### src/rtl/wav_pkg.sv
// Package for the RIFF/WAV PCM stream parser: phase and sequencer types,
// result kinds, chunk tags and datapath widths.
// No dependencies.
package wav_pkg;

   // Limits of the sample path.
   localparam int unsigned SAMPLE_BYTES = 2;
   localparam int unsigned MAX_CHANNELS = 8;

   // Divider widths: a 32-bit dividend and a divisor that holds one frame size.
   localparam int unsigned DIV_W  = 32;
   localparam int unsigned DVS_W  = 19;
   localparam int unsigned DCNT_W = 5;

   // Chunk tags and the only accepted fmt body length.
   localparam logic [31:0] TAG_RIFF = 32'h5249_4646;
   localparam logic [31:0] TAG_WAVE = 32'h5741_5645;
   localparam logic [31:0] TAG_FMT  = 32'h666D_7420;
   localparam logic [31:0] TAG_DATA = 32'h6461_7461;
   localparam logic [31:0] FMT_LEN  = 32'h0000_0010;

   // Bits of the seen flags.
   localparam int unsigned SEEN_RIFF = 0;
   localparam int unsigned SEEN_FMT  = 1;
   localparam int unsigned SEEN_DATA = 2;

   // Result kinds.
   localparam logic [2:0] KIND_SAMPLE     = 3'd0;
   localparam logic [2:0] KIND_DONE       = 3'd1;
   localparam logic [2:0] KIND_NOT_RIFF   = 3'd2;
   localparam logic [2:0] KIND_NOT_WAVE   = 3'd3;
   localparam logic [2:0] KIND_BAD_FMTLEN = 3'd4;
   localparam logic [2:0] KIND_COMPRESSED = 3'd5;
   localparam logic [2:0] KIND_BAD_CHAN   = 3'd6;

   // Parsing phase within the file.
   typedef enum logic [2:0] {
      PH_ID,
      PH_LEN,
      PH_WAVE,
      PH_FMT,
      PH_SKIP,
      PH_DATA,
      PH_FINISH,
      PH_HALT
   } phase_type;

   // Sequencer around the shared divider.
   typedef enum logic [2:0] {
      SQ_IDLE,
      SQ_FMT_DIV,
      SQ_FMT_END,
      SQ_DATA_MUL,
      SQ_DATA_DIV,
      SQ_DATA_END
   } seq_type;

endpackage

### src/rtl/wav_pcm_stream_parser.sv
// Top level of the RIFF/WAV PCM stream parser.
// Depends on wav_pkg.
//
// The block takes a WAV file one byte per transfer on the req_ channel:
// req_tdata carries the byte and req_tuser is set on the first byte of a
// new file, which clears all parser state before the byte is taken.
// Results leave on the rsp_ channel: rsp_tuser is the kind (sample, done
// or one of the error codes), rsp_tlast marks the last channel of a frame,
// and rsp_tdata carries the sample, its channel and the sample rate.
// An ordinary byte is taken while the sequencer is idle and the output
// register is free; its result, if any, appears in the output register on
// the next cycle. The shared divider makes one quotient bit per cycle, and
// two bytes wait for it: the last fmt byte of a multichannel file keeps
// req_tready low through the divide (block align divided by channels), and
// the last data length byte through a multiply and a divide (length modulo
// frame size). A mono file's last fmt byte lowers it too; a stall adds.
// After an error or the done result, bytes are taken and ignored until a
// byte with the restart flag arrives.
// Reset clears the parser to expect the RIFF id and empties the output
// register. When the receiver stalls, the result is held and a new byte is
// taken only in the cycle in which the held result is transferred.
module wav_pcm_stream_parser
   import wav_pkg::*;
(
   input  logic        clock,
   input  logic        reset,
   input  logic        req_tvalid,
   output logic        req_tready,
   input  logic [7:0]  req_tdata,   // [7:0] data_byte
   input  logic [0:0]  req_tuser,   // [0] restart
   output logic        rsp_tvalid,
   input  logic        rsp_tready,
   output logic [55:0] rsp_tdata,   // [15:0] sample_value, [18:16] channel,
                                    // [50:19] pcm_rate, [55:51] zero
   output logic [2:0]  rsp_tuser,   // [2:0] kind
   output logic        rsp_tlast    // frame_end
);

   phase_type         phase_ff, phase_in;
   seq_type           seq_ff, seq_in;
   logic [4:0]        bc_ff, bc_in;
   logic [31:0]       tag_ff, tag_in;
   logic [31:0]       cr_ff, cr_in;
   logic [15:0]       ch_ff, ch_in;
   logic [15:0]       bps_ff, bps_in;
   logic [31:0]       rate_ff, rate_in;
   logic [15:0]       acc_ff, acc_in;
   logic [15:0]       sidx_ff, sidx_in;
   logic [2:0]        cidx_ff, cidx_in;
   logic [2:0]        seen_ff, seen_in;
   logic [DIV_W-1:0]  dq_ff, dq_in;
   logic [DVS_W-1:0]  dr_ff, dr_in;
   logic [DVS_W-1:0]  dd_ff, dd_in;
   logic [DCNT_W-1:0] dcnt_ff, dcnt_in;

   logic              rsp_valid_ff, rsp_valid_in;
   logic [55:0]       rsp_data_ff, rsp_data_in;
   logic [2:0]        rsp_kind_ff, rsp_kind_in;
   logic              rsp_last_ff, rsp_last_in;

   logic              accept;
   logic              out_free;
   logic              out_load;
   logic [2:0]        out_kind;
   logic [15:0]       out_sample;
   logic [2:0]        out_chan;
   logic              out_fend;
   logic [31:0]       out_rate;

   logic              go_fmt_div, go_fmt_end, go_data_mul;
   logic              div_last;

   logic [7:0]        b;
   logic [DVS_W+1:0]  div_diff;
   logic [19:0]       frame_prod;
   logic [15:0]       fmt_bps;
   logic [31:0]       data_len;
   logic [15:0]       drop_n;
   logic [1:0]        pos_v;
   logic [15:0]       acc_v;
   logic [15:0]       nxt_j;
   logic [3:0]        cidx_nx;
   logic              last_chan;

   assign b        = req_tdata;
   assign out_free = !rsp_valid_ff || rsp_tready;
   assign req_tready = (seq_ff == SQ_IDLE) && out_free;
   assign accept   = req_tvalid && req_tready;
   assign div_last = (dcnt_ff == DCNT_W'(DIV_W - 1));

   // Shared divider step: one quotient bit per cycle.
   assign div_diff = {1'b0, dr_ff, dq_ff[DIV_W-1]} - {2'b00, dd_ff};

   // Frame size and the values used when an iteration finishes.
   assign frame_prod = {16'd0, ch_ff[3:0]} * {4'd0, bps_ff};
   assign fmt_bps    = (ch_ff > 16'd1) ? dq_ff[15:0] : bps_ff;
   assign data_len   = cr_ff - {{(32-DVS_W){1'b0}}, dr_ff};

   // Sample assembly helpers for one data byte.
   assign drop_n   = (bps_ff > 16'(SAMPLE_BYTES)) ? bps_ff - 16'(SAMPLE_BYTES) : 16'd0;
   assign pos_v    = 2'(sidx_ff - bps_ff);
   always_comb begin
      acc_v = acc_ff;
      if (sidx_ff >= drop_n) begin
         if (pos_v == 2'd2) begin
            acc_v[7:0] = acc_ff[7:0] | b;
         end else if (pos_v == 2'd3) begin
            acc_v[15:8] = acc_ff[15:8] | b;
         end
      end
   end
   assign nxt_j     = sidx_ff + 16'd1;
   assign cidx_nx   = {1'b0, cidx_ff} + 4'd1;
   assign last_chan = ({12'd0, cidx_nx} >= ch_ff);

   // Sequencer next state.
   always_comb begin
      seq_in = seq_ff;
      case (seq_ff)
         SQ_IDLE: begin
            if (go_fmt_div) begin
               seq_in = SQ_FMT_DIV;
            end else if (go_fmt_end) begin
               seq_in = SQ_FMT_END;
            end else if (go_data_mul) begin
               seq_in = SQ_DATA_MUL;
            end
         end
         SQ_FMT_DIV: begin
            if (div_last) begin
               seq_in = SQ_FMT_END;
            end
         end
         SQ_FMT_END: begin
            if (out_free) begin
               seq_in = SQ_IDLE;
            end
         end
         SQ_DATA_MUL: begin
            seq_in = SQ_DATA_DIV;
         end
         SQ_DATA_DIV: begin
            if (div_last) begin
               seq_in = SQ_DATA_END;
            end
         end
         SQ_DATA_END: begin
            if (out_free) begin
               seq_in = SQ_IDLE;
            end
         end
         default: begin
            seq_in = SQ_IDLE;
         end
      endcase
   end

   // Parser datapath and result generation.
   always_comb begin
      phase_in = phase_ff;
      bc_in    = bc_ff;
      tag_in   = tag_ff;
      cr_in    = cr_ff;
      ch_in    = ch_ff;
      bps_in   = bps_ff;
      rate_in  = rate_ff;
      acc_in   = acc_ff;
      sidx_in  = sidx_ff;
      cidx_in  = cidx_ff;
      seen_in  = seen_ff;
      dq_in    = dq_ff;
      dr_in    = dr_ff;
      dd_in    = dd_ff;
      dcnt_in  = dcnt_ff;
      go_fmt_div  = 1'b0;
      go_fmt_end  = 1'b0;
      go_data_mul = 1'b0;
      out_load   = 1'b0;
      out_kind   = KIND_SAMPLE;
      out_sample = 16'd0;
      out_chan   = 3'd0;
      out_fend   = 1'b0;
      out_rate   = 32'd0;

      case (seq_ff)
         // Divider iterations.
         SQ_FMT_DIV, SQ_DATA_DIV: begin
            dcnt_in = dcnt_ff + DCNT_W'(1);
            if (!div_diff[DVS_W+1]) begin
               dr_in = div_diff[DVS_W-1:0];
               dq_in = {dq_ff[DIV_W-2:0], 1'b1};
            end else begin
               dr_in = {dr_ff[DVS_W-2:0], dq_ff[DIV_W-1]};
               dq_in = {dq_ff[DIV_W-2:0], 1'b0};
            end
         end
         // Load the frame size as divisor and the data length as dividend.
         SQ_DATA_MUL: begin
            dd_in   = (frame_prod[DVS_W-1:0] == '0) ? DVS_W'(1) : frame_prod[DVS_W-1:0];
            dq_in   = cr_ff;
            dr_in   = '0;
            dcnt_in = '0;
         end
         // Finish the fmt chunk with the per-sample byte count.
         SQ_FMT_END: begin
            if (out_free) begin
               bps_in = fmt_bps;
               if (ch_ff == 16'd0 || ch_ff > 16'(MAX_CHANNELS) || fmt_bps == 16'd0) begin
                  out_load = 1'b1;
                  out_kind = KIND_BAD_CHAN;
                  phase_in = PH_HALT;
               end else begin
                  seen_in[SEEN_FMT] = 1'b1;
                  phase_in = PH_ID;
                  bc_in    = '0;
                  cr_in    = '0;
               end
            end
         end
         // Trim the data length to whole frames.
         SQ_DATA_END: begin
            if (out_free) begin
               cr_in = data_len;
               if (data_len == 32'd0) begin
                  out_load = 1'b1;
                  out_kind = KIND_DONE;
                  out_rate = rate_ff;
                  phase_in = PH_HALT;
               end else begin
                  phase_in = PH_DATA;
               end
            end
         end
         default: begin
         end
      endcase

      if (accept) begin
         if (req_tuser[0]) begin
            phase_in = PH_ID;
            bc_in    = '0;
            tag_in   = '0;
            cr_in    = '0;
            ch_in    = 16'd1;
            bps_in   = 16'd1;
            rate_in  = '0;
            acc_in   = '0;
            sidx_in  = '0;
            cidx_in  = '0;
            seen_in  = '0;
         end
         case (phase_in)
            // Chunk id.
            PH_ID: begin
               tag_in = {tag_in[23:0], b};
               bc_in  = bc_in + 5'd1;
               if (bc_in == 5'd4) begin
                  bc_in = '0;
                  if (!seen_in[SEEN_RIFF] && tag_in != TAG_RIFF) begin
                     out_load = 1'b1;
                     out_kind = KIND_NOT_RIFF;
                     phase_in = PH_HALT;
                  end else begin
                     phase_in = PH_LEN;
                     cr_in    = '0;
                  end
               end
            end
            // Little-endian chunk length.
            PH_LEN: begin
               cr_in = {b, cr_ff[31:8]};
               bc_in = bc_ff + 5'd1;
               if (bc_in == 5'd4) begin
                  if (tag_ff == TAG_RIFF && !seen_ff[SEEN_RIFF]) begin
                     phase_in = PH_WAVE;
                     tag_in   = '0;
                     bc_in    = '0;
                  end else if (tag_ff == TAG_FMT && !seen_ff[SEEN_FMT]) begin
                     if (cr_in != FMT_LEN) begin
                        out_load = 1'b1;
                        out_kind = KIND_BAD_FMTLEN;
                        phase_in = PH_HALT;
                     end else begin
                        phase_in = PH_FMT;
                        cr_in    = '0;
                        bc_in    = '0;
                     end
                  end else if (tag_ff == TAG_DATA && !seen_ff[SEEN_DATA]) begin
                     seen_in[SEEN_DATA] = 1'b1;
                     seen_in[SEEN_FMT]  = 1'b1;
                     acc_in      = '0;
                     sidx_in     = '0;
                     cidx_in     = '0;
                     bc_in       = '0;
                     go_data_mul = 1'b1;
                  end else begin
                     phase_in = (cr_in == 32'd0) ? PH_ID : PH_SKIP;
                     bc_in    = '0;
                  end
               end
            end
            // WAVE form type.
            PH_WAVE: begin
               tag_in = {tag_ff[23:0], b};
               bc_in  = bc_ff + 5'd1;
               if (bc_in == 5'd4) begin
                  bc_in = '0;
                  if (tag_in != TAG_WAVE) begin
                     out_load = 1'b1;
                     out_kind = KIND_NOT_WAVE;
                     phase_in = PH_HALT;
                  end else begin
                     seen_in[SEEN_RIFF] = 1'b1;
                     phase_in = PH_ID;
                  end
               end
            end
            // Body of the fmt chunk.
            PH_FMT: begin
               cr_in = {b, cr_ff[31:8]};
               bc_in = bc_ff + 5'd1;
               if (bc_ff == 5'd1 && cr_in[31:16] != 16'd1) begin
                  out_load = 1'b1;
                  out_kind = KIND_COMPRESSED;
                  phase_in = PH_HALT;
               end else begin
                  if (bc_ff == 5'd3) begin
                     ch_in = cr_in[31:16];
                  end
                  if (bc_ff == 5'd7) begin
                     rate_in = cr_in;
                  end
                  if (bc_ff == 5'd13) begin
                     bps_in = cr_in[31:16];
                  end
                  if (bc_ff == 5'd15) begin
                     if (ch_ff > 16'd1) begin
                        go_fmt_div = 1'b1;
                        dd_in   = {{(DVS_W-16){1'b0}}, ch_ff};
                        dq_in   = {{(DIV_W-16){1'b0}}, bps_ff};
                        dr_in   = '0;
                        dcnt_in = '0;
                     end else begin
                        go_fmt_end = 1'b1;
                     end
                  end
               end
            end
            // Skipped chunk body.
            PH_SKIP: begin
               cr_in = cr_ff - 32'd1;
               if (cr_in == 32'd0) begin
                  phase_in = PH_ID;
               end
            end
            // Sample bytes.
            PH_DATA: begin
               if (nxt_j >= bps_ff) begin
                  out_load   = 1'b1;
                  out_kind   = KIND_SAMPLE;
                  out_sample = (bps_ff == 16'd1) ? (acc_v ^ 16'h8000) : acc_v;
                  out_chan   = cidx_ff;
                  out_fend   = last_chan;
                  cidx_in    = last_chan ? 3'd0 : cidx_nx[2:0];
                  acc_in     = '0;
                  sidx_in    = '0;
               end else begin
                  acc_in  = acc_v;
                  sidx_in = nxt_j;
               end
               cr_in = cr_ff - 32'd1;
               if (cr_in == 32'd0) begin
                  phase_in = PH_FINISH;
               end
            end
            // Byte after the last sample byte.
            PH_FINISH: begin
               out_load = 1'b1;
               out_kind = KIND_DONE;
               out_rate = rate_ff;
               phase_in = PH_HALT;
            end
            default: begin
            end
         endcase
      end
   end

   // Output register.
   always_comb begin
      rsp_valid_in = rsp_valid_ff;
      rsp_data_in  = rsp_data_ff;
      rsp_kind_in  = rsp_kind_ff;
      rsp_last_in  = rsp_last_ff;
      if (rsp_tready) begin
         rsp_valid_in = 1'b0;
      end
      if (out_load) begin
         rsp_valid_in = 1'b1;
         rsp_data_in  = {5'd0, out_rate, out_chan, out_sample};
         rsp_kind_in  = out_kind;
         rsp_last_in  = out_fend;
      end
   end

   // Control state.
   always_ff @(posedge clock) begin
      if (reset) begin
         phase_ff     <= PH_ID;
         seq_ff       <= SQ_IDLE;
         bc_ff        <= '0;
         tag_ff       <= '0;
         cr_ff        <= '0;
         ch_ff        <= 16'd1;
         bps_ff       <= 16'd1;
         rate_ff      <= '0;
         acc_ff       <= '0;
         sidx_ff      <= '0;
         cidx_ff      <= '0;
         seen_ff      <= '0;
         dcnt_ff      <= '0;
         rsp_valid_ff <= 1'b0;
      end else begin
         phase_ff     <= phase_in;
         seq_ff       <= seq_in;
         bc_ff        <= bc_in;
         tag_ff       <= tag_in;
         cr_ff        <= cr_in;
         ch_ff        <= ch_in;
         bps_ff       <= bps_in;
         rate_ff      <= rate_in;
         acc_ff       <= acc_in;
         sidx_ff      <= sidx_in;
         cidx_ff      <= cidx_in;
         seen_ff      <= seen_in;
         dcnt_ff      <= dcnt_in;
         rsp_valid_ff <= rsp_valid_in;
      end
   end

   // Payload registers.
   always_ff @(posedge clock) begin
      dq_ff       <= dq_in;
      dr_ff       <= dr_in;
      dd_ff       <= dd_in;
      rsp_data_ff <= rsp_data_in;
      rsp_kind_ff <= rsp_kind_in;
      rsp_last_ff <= rsp_last_in;
   end

   assign rsp_tvalid = rsp_valid_ff;
   assign rsp_tdata  = rsp_data_ff;
   assign rsp_tuser  = rsp_kind_ff;
   assign rsp_tlast  = rsp_last_ff;

endmodule

### config.mk
export PLATFORM = sky130hd
export DESIGN_NAME = wav_pcm_stream_parser
export DESIGN_NICKNAME = d
export VERILOG_FILES = /design/src/rtl/wav_pkg.sv /design/src/rtl/wav_pcm_stream_parser.sv
export SDC_FILE = /design/constraint.sdc
export NUM_CORES = 1
export LEC_CHECK = 0
export BUFFER_PORTS_ARGS = -buffer_cell sky130_fd_sc_hd__clkbuf_2
export CORE_MARGIN = 2
export CORE_UTILIZATION = 39
export DETAILED_ROUTE_END_ITERATION = 12
export PLACE_DENSITY = 0.6
export SYNTH_ARGS = -nofsm -noshare
export SYNTH_HDL_FRONTEND = slang
export SYNTH_SLANG_ARGS = --single-unit
### constraint.sdc
create_clock -name clock -period 5.4 [get_ports clock]
set_input_delay 0.27 -clock clock [delete_from_list [all_inputs] [get_ports clock]]
set_output_delay 0.27 -clock clock [all_outputs]
set_load 0.01 [all_outputs]
# After elaboration in Yosys (flattened, before gate mapping)
# Cells that the tools add are included.
[classes]
eq_ne = 33
bitwise_logic = 3
reduce_logical = 29
n_lt_le_gt_ge = 6
add_sub_neg = 10
mul = 1
n_mux = 202
[op_table]
columns = ["cell", "count"]
rows = [
  ["32-bit 2-to-1 mux", 29],
  ["16-bit 2-to-1 mux", 27],
  ["19-bit 2-to-1 mux", 13],
  ["3-bit 2-to-1 mux", 47],
  ["32-bit case mux with 2 select lines", 2],
  ["32-bit case mux with 4 select lines", 1],
  ["32-bit by 31-bit == test with 1-bit output, second input constant", 3],
  ["32-bit logical NOT", 3],
  ["32-bit case mux with 3 select lines", 1],
  ["5-bit 2-to-1 mux", 17],
  ["32-bit by 31-bit != test with 1-bit output, second input constant", 2],
  ["16-bit case mux with 2 select lines", 2],
  ["1-bit 2-to-1 mux", 42],
  ["19-bit case mux with 2 select lines", 1],
  ["16-bit >= comparator", 2],
  ["16-bit logical NOT", 2],
  ["32-bit by 5-bit != test with 1-bit output, second input constant", 1],
  ["32-bit by 1-bit subtractor with 32-bit output, second input constant", 1],
  ["32-bit by 19-bit subtractor with 32-bit output", 1],
  ["8-bit 2-to-1 mux", 3],
  ["3-bit case mux with 7 select lines", 1],
  ["20-bit by 19-bit subtractor with 21-bit output", 1],
  ["5-bit case mux with 4 select lines", 1],
  ["19-bit logical NOT", 1],
  ["41 further kinds", 80],
]
[word_totals]
regBits = 308
inputBits = 13
wordCells = 306
out_inout_bits = 62

# Logic depth before layout (Yosys ltp)
# Gate-level depths: netlist of the first run.
[depth]
word_depth = 16
depth_mapped = 20
mapped_depth_nobuf = 18

# Least setup slack after synthesis of the first run
# No wires, ideal clock.
[synth_path]
path_kind = "register to register"
start = "reg cr_ff[0]"
end = "reg rsp_data_ff[0] (netlist: rsp_tdata[0]) (enable)"
slack_ns = 0.282
t_arrival_ns = 4.486
path_stages_with_launch = 17
setup_time_ns = 0.632
n_path_buf = 2
required_time_ns = 4.768
period_less_slack_ns = 5.118
path_cell_list = "dfxtp_1 > inv_1 > ha_1 > fa_1 > nand2b_1 > a21bo_2 > a211o_1 > and2_1 > clkbuf_1 > a31oi_1 > o2111a_1 > nand4bb_4 > nor4_4 > buf_4 > nor2_1 > o21ai_0 > nand2_1"
[synth_via]
elab_chain_cells = 11
word_cells_on_any_way = 28
cone_classes = "add/sub (1); eq/ne (5); mux (20); reduce/logical (2)"
[synth_lines]
columns = ["item", "line_no", "rtl"]
rows = [
  ["start, declared", "wav_pcm_stream_parser.sv:43", "logic [31:0] cr_ff, cr_in;"],
  ["start signal, assigned", "wav_pcm_stream_parser.sv:428", "cr_ff <= cr_in;"],
  ["32-bit by 19-bit subtractor with 32-bit output *", "wav_pcm_stream_parser.sv:97", "assign data_len = cr_ff - {{(32-DVS_W){1'b0}}, dr_ff};"],
  ["32-bit logical NOT *", "wav_pcm_stream_parser.sv:224", "if (data_len == 32'd0) begin"],
  ["1-bit 2-to-1 mux", "wav_pcm_stream_parser.sv:224", ""],
  ["1-bit 2-to-1 mux", "wav_pcm_stream_parser.sv:222", "if (out_free) begin"],
  ["1-bit case mux with 2 select lines", "wav_pcm_stream_parser.sv:185", "case (seq_ff)"],
  ["1-bit 2-to-1 mux", "wav_pcm_stream_parser.sv:279", "if (cr_in != FMT_LEN) begin"],
  ["1-bit 2-to-1 mux", "wav_pcm_stream_parser.sv:278", "end else if (tag_ff == TAG_FMT && !seen_ff[SEEN_FMT]) begin"],
  ["1-bit 2-to-1 mux", "wav_pcm_stream_parser.sv:274", "if (tag_ff == TAG_RIFF && !seen_ff[SEEN_RIFF]) begin"],
  ["1-bit 2-to-1 mux", "wav_pcm_stream_parser.sv:273", "if (bc_in == 5'd4) begin"],
  ["1-bit case mux with 6 select lines", "wav_pcm_stream_parser.sv:252", "case (phase_in)"],
  ["1-bit 2-to-1 mux *", "wav_pcm_stream_parser.sv:238", "if (accept) begin"],
  ["via out_load", "wav_pcm_stream_parser.sv:63", "logic out_load;"],
  ["end signal, assigned", "wav_pcm_stream_parser.sv:446", "rsp_data_ff <= rsp_data_in;"],
  ["end, declared", "wav_pcm_stream_parser.sv:57", "logic [55:0] rsp_data_ff, rsp_data_in;"],
]
# Mark *: on every way through the listed nets, which the timed path passes. The rest lies on a longest branch. The select of a mux whose other input is x is not followed.
# A chain may end at the register's enable or synchronous reset.

# Final worst setup path of the first run
[layout_path]
start = "reg cr_ff[9]"
end = "reg cr_ff[8]"
[layout_via]
elab_chain_cells = 11
word_cells_on_any_way = 20
cone_classes = "add/sub (1); eq/ne (5); mux (11); reduce/logical (3)"
[layout_lines]
columns = ["item", "line_no", "rtl"]
rows = [
  ["32-bit by 19-bit subtractor with 32-bit output", "wav_pcm_stream_parser.sv:97", ""],
  ["32-bit logical NOT", "wav_pcm_stream_parser.sv:224", ""],
  ["2-bit 2-to-1 mux", "wav_pcm_stream_parser.sv:224", ""],
  ["3-bit 2-to-1 mux", "wav_pcm_stream_parser.sv:222", ""],
  ["3-bit case mux with 2 select lines", "wav_pcm_stream_parser.sv:185", ""],
  ["3-bit 2-to-1 mux", "wav_pcm_stream_parser.sv:239", "if (req_tuser[0]) begin"],
  ["3-bit 2-to-1 mux", "wav_pcm_stream_parser.sv:238", ""],
  ["3-bit == test", "wav_pcm_stream_parser.sv:252", ""],
  ["2-bit OR reduction (no source line)", "--", ""],
  ["32-bit case mux with 4 select lines *", "wav_pcm_stream_parser.sv:252", ""],
  ["32-bit 2-to-1 mux *", "wav_pcm_stream_parser.sv:238", ""],
]
# Mark *: on every way between the ends. The rest lies on a longest branch, timed or not. The select of a mux whose other input is x is not followed.

==> impl_metrics.toml, run 1 <==
[synthesis]
synth_edf_count = 55
ys_types = 87
yosys_warnings = 0
synth_area_leaders = "dfxtp_1 (24%), edfxtp_1 (7.7%), ha_1 (6.3%)"
synthFlopType = "dfxtp_1"
ys_ff_latch = 308
synth_top_area_cell = "dfxtp_1"
seq_area_frac_synth_pct = 31.2
synth.most_common_cell = "nor2_1"
netlist.area_leader.share_pct = 23.5
synth_common_cells = "nor2_1 (297), dfxtp_1 (253), a21oi_1 (226), nand2_1 (226), clkbuf_1 (162)"
synthesis.area_mm2 = 0.0215
async_reset_ff_share_pct = 0
syn_inst = 2691
syn_area_per_cell_um2 = 7.99

[setup_path]
crit_fanout = 11
rrSetupSlack_ps = 220
start_kind = "register"
critPathCaptureType = "register"
timing.rr.start = "cr_ff[9]"
reg2reg_depth = 13
crit_end = "cr_ff[8]"
crit_type = "register to register"
worstPathRequired_ps = 5830
rr_endpoint = "cr_ff[8]"
arrival_ps = 5610
worstSetupStartpoint = "cr_ff[9]"

[grt]
grt_pass1_vias = 20261
gr-total-overflow = 0
grt_usage_pct = 27.2
antenna_found_initial = 2
grt_pass1_wl_mm = 121
grt_max_degree = 77

[placed_design]
routabilityCongestion = 0.957
dpl_cell_area_mm2 = 0.0227
dp_hpwl_mm = 57.2
port_buffers = 69

[pwr]
internal_power_w = 0.00723
seqPwrFrac_pct = 22.9
p_clk_share_pct = 18.6
power_density_mw_per_mm2 = 586
p_switching_w = 0.00681
ir_worst_vdd_mv = 0.435
power_leakage_nw = 9.81
power_frac_comb_pct = 58.4
power.share.switching_pct = 48.5

[sta]
setup_viol = 0
relSlewSlack_pct = 24.2
rsz0062_at_grt = "no"
hold_ws_ps = 190
fin_setup_tns_ps = 0
slew_viol_final = 0
fin_crit_ps = 5180
finClkSkew_ps = 38.6
timing.final.crit_share_pct = 96.0
max_clock_freq_mhz = 193
final_hold_viol_count = 0
worstMarginPinSlew_ps = 1140

[routing]
antenna_left = 0
first_pass_iters = 7
wire_per_inst_um = 23.3
drt_iter0_markers = 2035
routed_wl_mm = 79.6
vias = 21263
drc = 0
via_per_inst = 6.22

[layout]
drive_above_1_share_pct = 9.50
syn_to_final_growth_pct = 11.3
fin_nets = 2844
stdcell_area_mm2 = 0.0240
antenna_cells = 0
num-fill-cells = 5445
post-route-util_pct = 43.7

[outcome]
status = "complete, no violations"

[cts]
tritoncts = "yes"
numCtsBuffers = 37
clkSlewWorstSetupHoldPaths_ps = 60
clk_latency_ps = 580
hold_buffers = 0
clk_path_buf_depth = 3
cts_resized = 0
cts.sinks = 308
cts_root_buffer = "clkbuf_16"
htree_num_levels = 2
post_cts_buffers = 0

[job]
cap_violations = 0

[min_path]
hold_path.class = "input port to register"

[floorplanning]
coreArea_mm2 = 0.0548
die_h_um = 239
die_w_um = 239
rows = 86
initial_core_util_pct = 39.3
die_area_mm2 = 0.0571
io_pins = 75
-- power groups by stage --
stage | combinational [W] | clock [W] | sequential, W
floorplan | 0.00565 | 0 | 0.00304
global placement | 0.00788 | 0 | 0.00325
detailed placement | 0.00792 | 0 | 0.00325
CTS | 0.00796 | 0.00265 | 0.00321
global route | 0.00885 | 0.00273 | 0.00327
finish | 0.00821 | 0.00262 | 0.00322
-- flip-flops by register name, indices dropped and copies added, names as in the netlist, 19 cells and up --
name       count
dd_ff         19
dq_ff         32
rate_ff       32
rsp_tdata     51
cr_ff         32
dr_ff         19
tag_ff        32
-- metrics by stage --
| step | worst slack (ps) | power [W] | instances |
|---|---|---|---|
| after CTS | 308 | 0.0138 | 3421 |
| after floorplan | 282 | 0.00869 | 2695 |
| after global placement | 336 | 0.0111 | 3357 |
| after detailed placement | 343 | 0.0112 | 3357 |
| final | 215 | 0.0140 | 3421 |
| after global routing | 31.3 | 0.0149 | 3421 |
-- per-layer routing --
layer	vias to the layer above	share of wire [%]	global-route usage [%]	wire length, um
met2	979	45	43.4	36200
met4	4	3.5	10.2	2820
li1	9818	-	-	-
met5	-	0.029	0	23
met1	10243	44	36.8	34700
met3	219	7.5	4.62	5930
-- critical path, cell delays in order (launching register included) --
cell       delay (ps)
dfxtp_1           720
ha_1              500
nand4_1           250
o211a_1           180
a2111oi_0         480
o311ai_0          470
a21oi_1           270
nand4_1           160
nand4bb_4         330
nor4_4            440
o21bai_1          410
o21ai_0           430
buf_4             280
o22ai_1           120
-- layout make-up --
class | instances | area (um^2) | area share, %
Multi-Input combinational cell | 2068 | 13600 | 56.9
Sequential cell | 308 | 6720 | 28.0
Timing Repair Buffer | 158 | 1060 | 4.44
Clock buffer | 46 | 970 | 4.05
Tap cell | 704 | 881 | 3.68
Inverter | 119 | 447 | 1.86
Clock inverter | 18 | 256 | 1.07
-- how the worst min path moves through the flow --
stage / startpoint / end / slack [ps] / cells after the start
finish: req_tdata[6] / bps_ff[14] / 190 / 3
global route: req_tdata[6] / bps_ff[14] / 190 / 3
CTS: req_tdata[6] / bps_ff[14] / 180 / 3
detailed placement: seen_ff[2] / seen_ff[2] / 450 / 2
global placement: rate_ff[28] / rate_ff[28] / 450 / 1
floorplan: seen_ff[2] / seen_ff[2] / 430 / 2
-- cell families (layout without fill, tap and decap cells) --
kind of cell,after synthesis,after routing,share of synthesized area [%]
flip-flops,308,308,31.2
multiplexers,42,42,1.98
adder cells (fa/ha/maj),139,139,9.13
other,1,5,0.0174
AO/OA/AOI/OAI,793,793,25.0
buffers and inverters,319,341,5.82
XOR/XNOR,96,96,3.91
AND/OR/NAND/NOR,993,993,22.9
-- cells in the final DEF, fill, tap and decap left out, types with 38 or more instances in the layout --
cell type / instances
edfxtp_1: 55
and2_1: 49
buf_4: 85
a21oi_1: 226
xnor2_1: 57
nand2_1: 225
inv_1: 119
nand3_1: 60
clkbuf_2: 69
o21ai_0: 136
a311oi_1: 39
a22o_1: 57
ha_1: 109
dfxtp_1: 252
mux2i_1: 38
nor2_1: 296
nor3_1: 107
a21o_1: 41
No activity file was read; power rests on OpenSTA's default activity.
==> run 2: changes to the inputs <==
- PLACE_DENSITY: 0.6 -> 0.58
- clock period: 5.4 -> 5.3 ns (I/O delays scaled with it)
==> run 2 against run 1 <==
Against the previous run:
- critical path type unchanged
- utilization is essentially flat
- sequential share of layout area is essentially flat
- clock power shrank 4%
- highest routed layer unchanged
- largest cell class unchanged
- sequential power is essentially flat
==> impl_metrics.toml, run 2 (synthesis gave the netlist of run 1 again) <==
[sta]
finClkSkew_ps = 33.3
rsz0062_at_grt = "no"
relSlewSlack_pct = 15.8
max_clock_freq_mhz = 200
fin_crit_ps = 5010
final_hold_viol_count = 0
slew_viol_final = 0
worstMarginPinSlew_ps = 1250
timing.final.crit_share_pct = 94.5
fin_setup_tns_ps = 0
setup_viol = 0

[grt]
grt_pass1_vias = 20066
grt.busiest_layer = "met2"
grt_usage_pct = 26.9
antenna_found_initial = 1
grt_pass1_wl_mm = 120
grt.met2_usage_pct = 42.8
global_route.usage.met3_pct = 4.97
gr-total-overflow = 0
met1_usage_pct = 36.5
grt_max_degree = 78

[routing]
wire_per_inst_um = 22.9
via_per_inst = 6.17
drc = 0
first_pass_iters = 7
routed_wl_mm = 78.4
vias = 21107
antenna_left = 0
drt_iter0_markers = 2315

[setup_path]
rrSetupSlack_ps = 290
arrival_ps = 5300
cpMostUsedCell = "buf_12"
worstSetupStartpoint = "dr_ff[10]"
crit_end = "rsp_tdata[33]"
crit_path_cell_trace = "inv_1, ha_1, a211oi_1, o21ai_0, o311ai_0, a21oi_1, nand4_1, nand4bb_4, nor4_4, buf_12, o21bai_1, o22ai_2, buf_12, and2_1"
rr_endpoint = "rsp_tdata[33]"
timing.rr.start = "dr_ff[10]"
crit_fanout = 33
critPathCaptureType = "register"
max_stage_delay_ps = 1030
worstPathRequired_ps = 5590
crit_type = "register to register"
start_kind = "register"
cp_slowest_cell = "o311ai_0"
reg2reg_depth = 14

[cts]
tritoncts = "yes"
cts.sinks = 308
cts_root_buffer = "clkbuf_16"
hold_buffers = 0
clkSlewWorstSetupHoldPaths_ps = 60
clk_latency_ps = 570
numCtsBuffers = 37
post_cts_buffers = 0
clk_path_buf_depth = 3
htree_num_levels = 2
cts_resized = 0

[layout]
stdcell_area_mm2 = 0.0239
syn_to_final_growth_pct = 11.3
drive_above_1_share_pct = 9.64
layout_common_cells = "nor2_1 (296), dfxtp_1 (252), a21oi_1 (226), nand2_1 (225), o21ai_0 (136)"
final_common_cell = "nor2_1"
antenna_cells = 0
largest_reg_flops = 51
fin_nets = 2844

[placed_design]
routabilityCongestion = 0.955
port_buffers = 69
dpl_cell_area_mm2 = 0.0227
dp_hpwl_mm = 56.9

[floorplanning]
initial_core_util_pct = 39.3
coreArea_mm2 = 0.0548
die_area_mm2 = 0.0571
die_h_um = 239
die_w_um = 239
rows = 86
io_pins = 75

[job]
cap_violations = 0

[pwr]
power_leakage_nw = 9.80
power_density_mw_per_mm2 = 585
ir_worst_vdd_mv = 0.382

[outcome]
status = "complete, no violations"

[min_path]
hold_path.class = "input port to register"
[run 2: routing by layer]
layer  wire, um  part of all wire (%)
met5         14                 0.018
met4       2980                   3.8
met3       6440                   8.2
met2      35100                    45
met1      33900                    43
[run 2: stage by stage]
stage                     total power (W)  cells  hold slack (ps)  utilization, %  worst slack (ps)
after floorplan                   0.00886   2695              432               -               182
after global placement             0.0112   3357              449            41.5               588
after detailed placement           0.0113   3357              446            41.5               535
after CTS                          0.0138   3422              227            43.7               473
after global routing               0.0149   3422              235            43.7              76.7
final                              0.0140   3422              271            43.7               291
[run 2: worst min path at each step]
stage / start / to / slack [ps] / cells past startpoint
after floorplan: seen_ff[2] / seen_ff[2] / 430 / 2
after global placement: rate_ff[27] / rate_ff[27] / 450 / 1
after detailed placement: rate_ff[22] / rate_ff[22] / 450 / 1
after CTS: req_tdata[1] / bps_ff[9] / 230 / 3
after global routing: req_tdata[1] / bps_ff[9] / 240 / 3
final: req_tdata[1] / bps_ff[9] / 270 / 3
[run 2: critical path, delay by kind of cell, from the launching register on]
kind	cells	cell delay, ps
AND/OR/NAND/NOR	4	620
AO/OA/AOI/OAI	6	2740
adder cells (fa/ha/maj)	1	460
flip-flops	1	350
buffers and inverters	3	540
[run 2: layout make-up]
type	instances	area, um^2
tap	704	881
clock buffer	45	1010
inverter	119	447
sequential	308	6720
multi-input combinational	2068	13600
timing repair buffer	158	1090
fill	5452	30800
clock inverter	20	180
[run 2: where the power goes]
part           internal (W)  switching [W]
sequential          0.00279       0.000453
clock               0.00146        0.00107
combinational       0.00293        0.00531
total               0.00718        0.00683
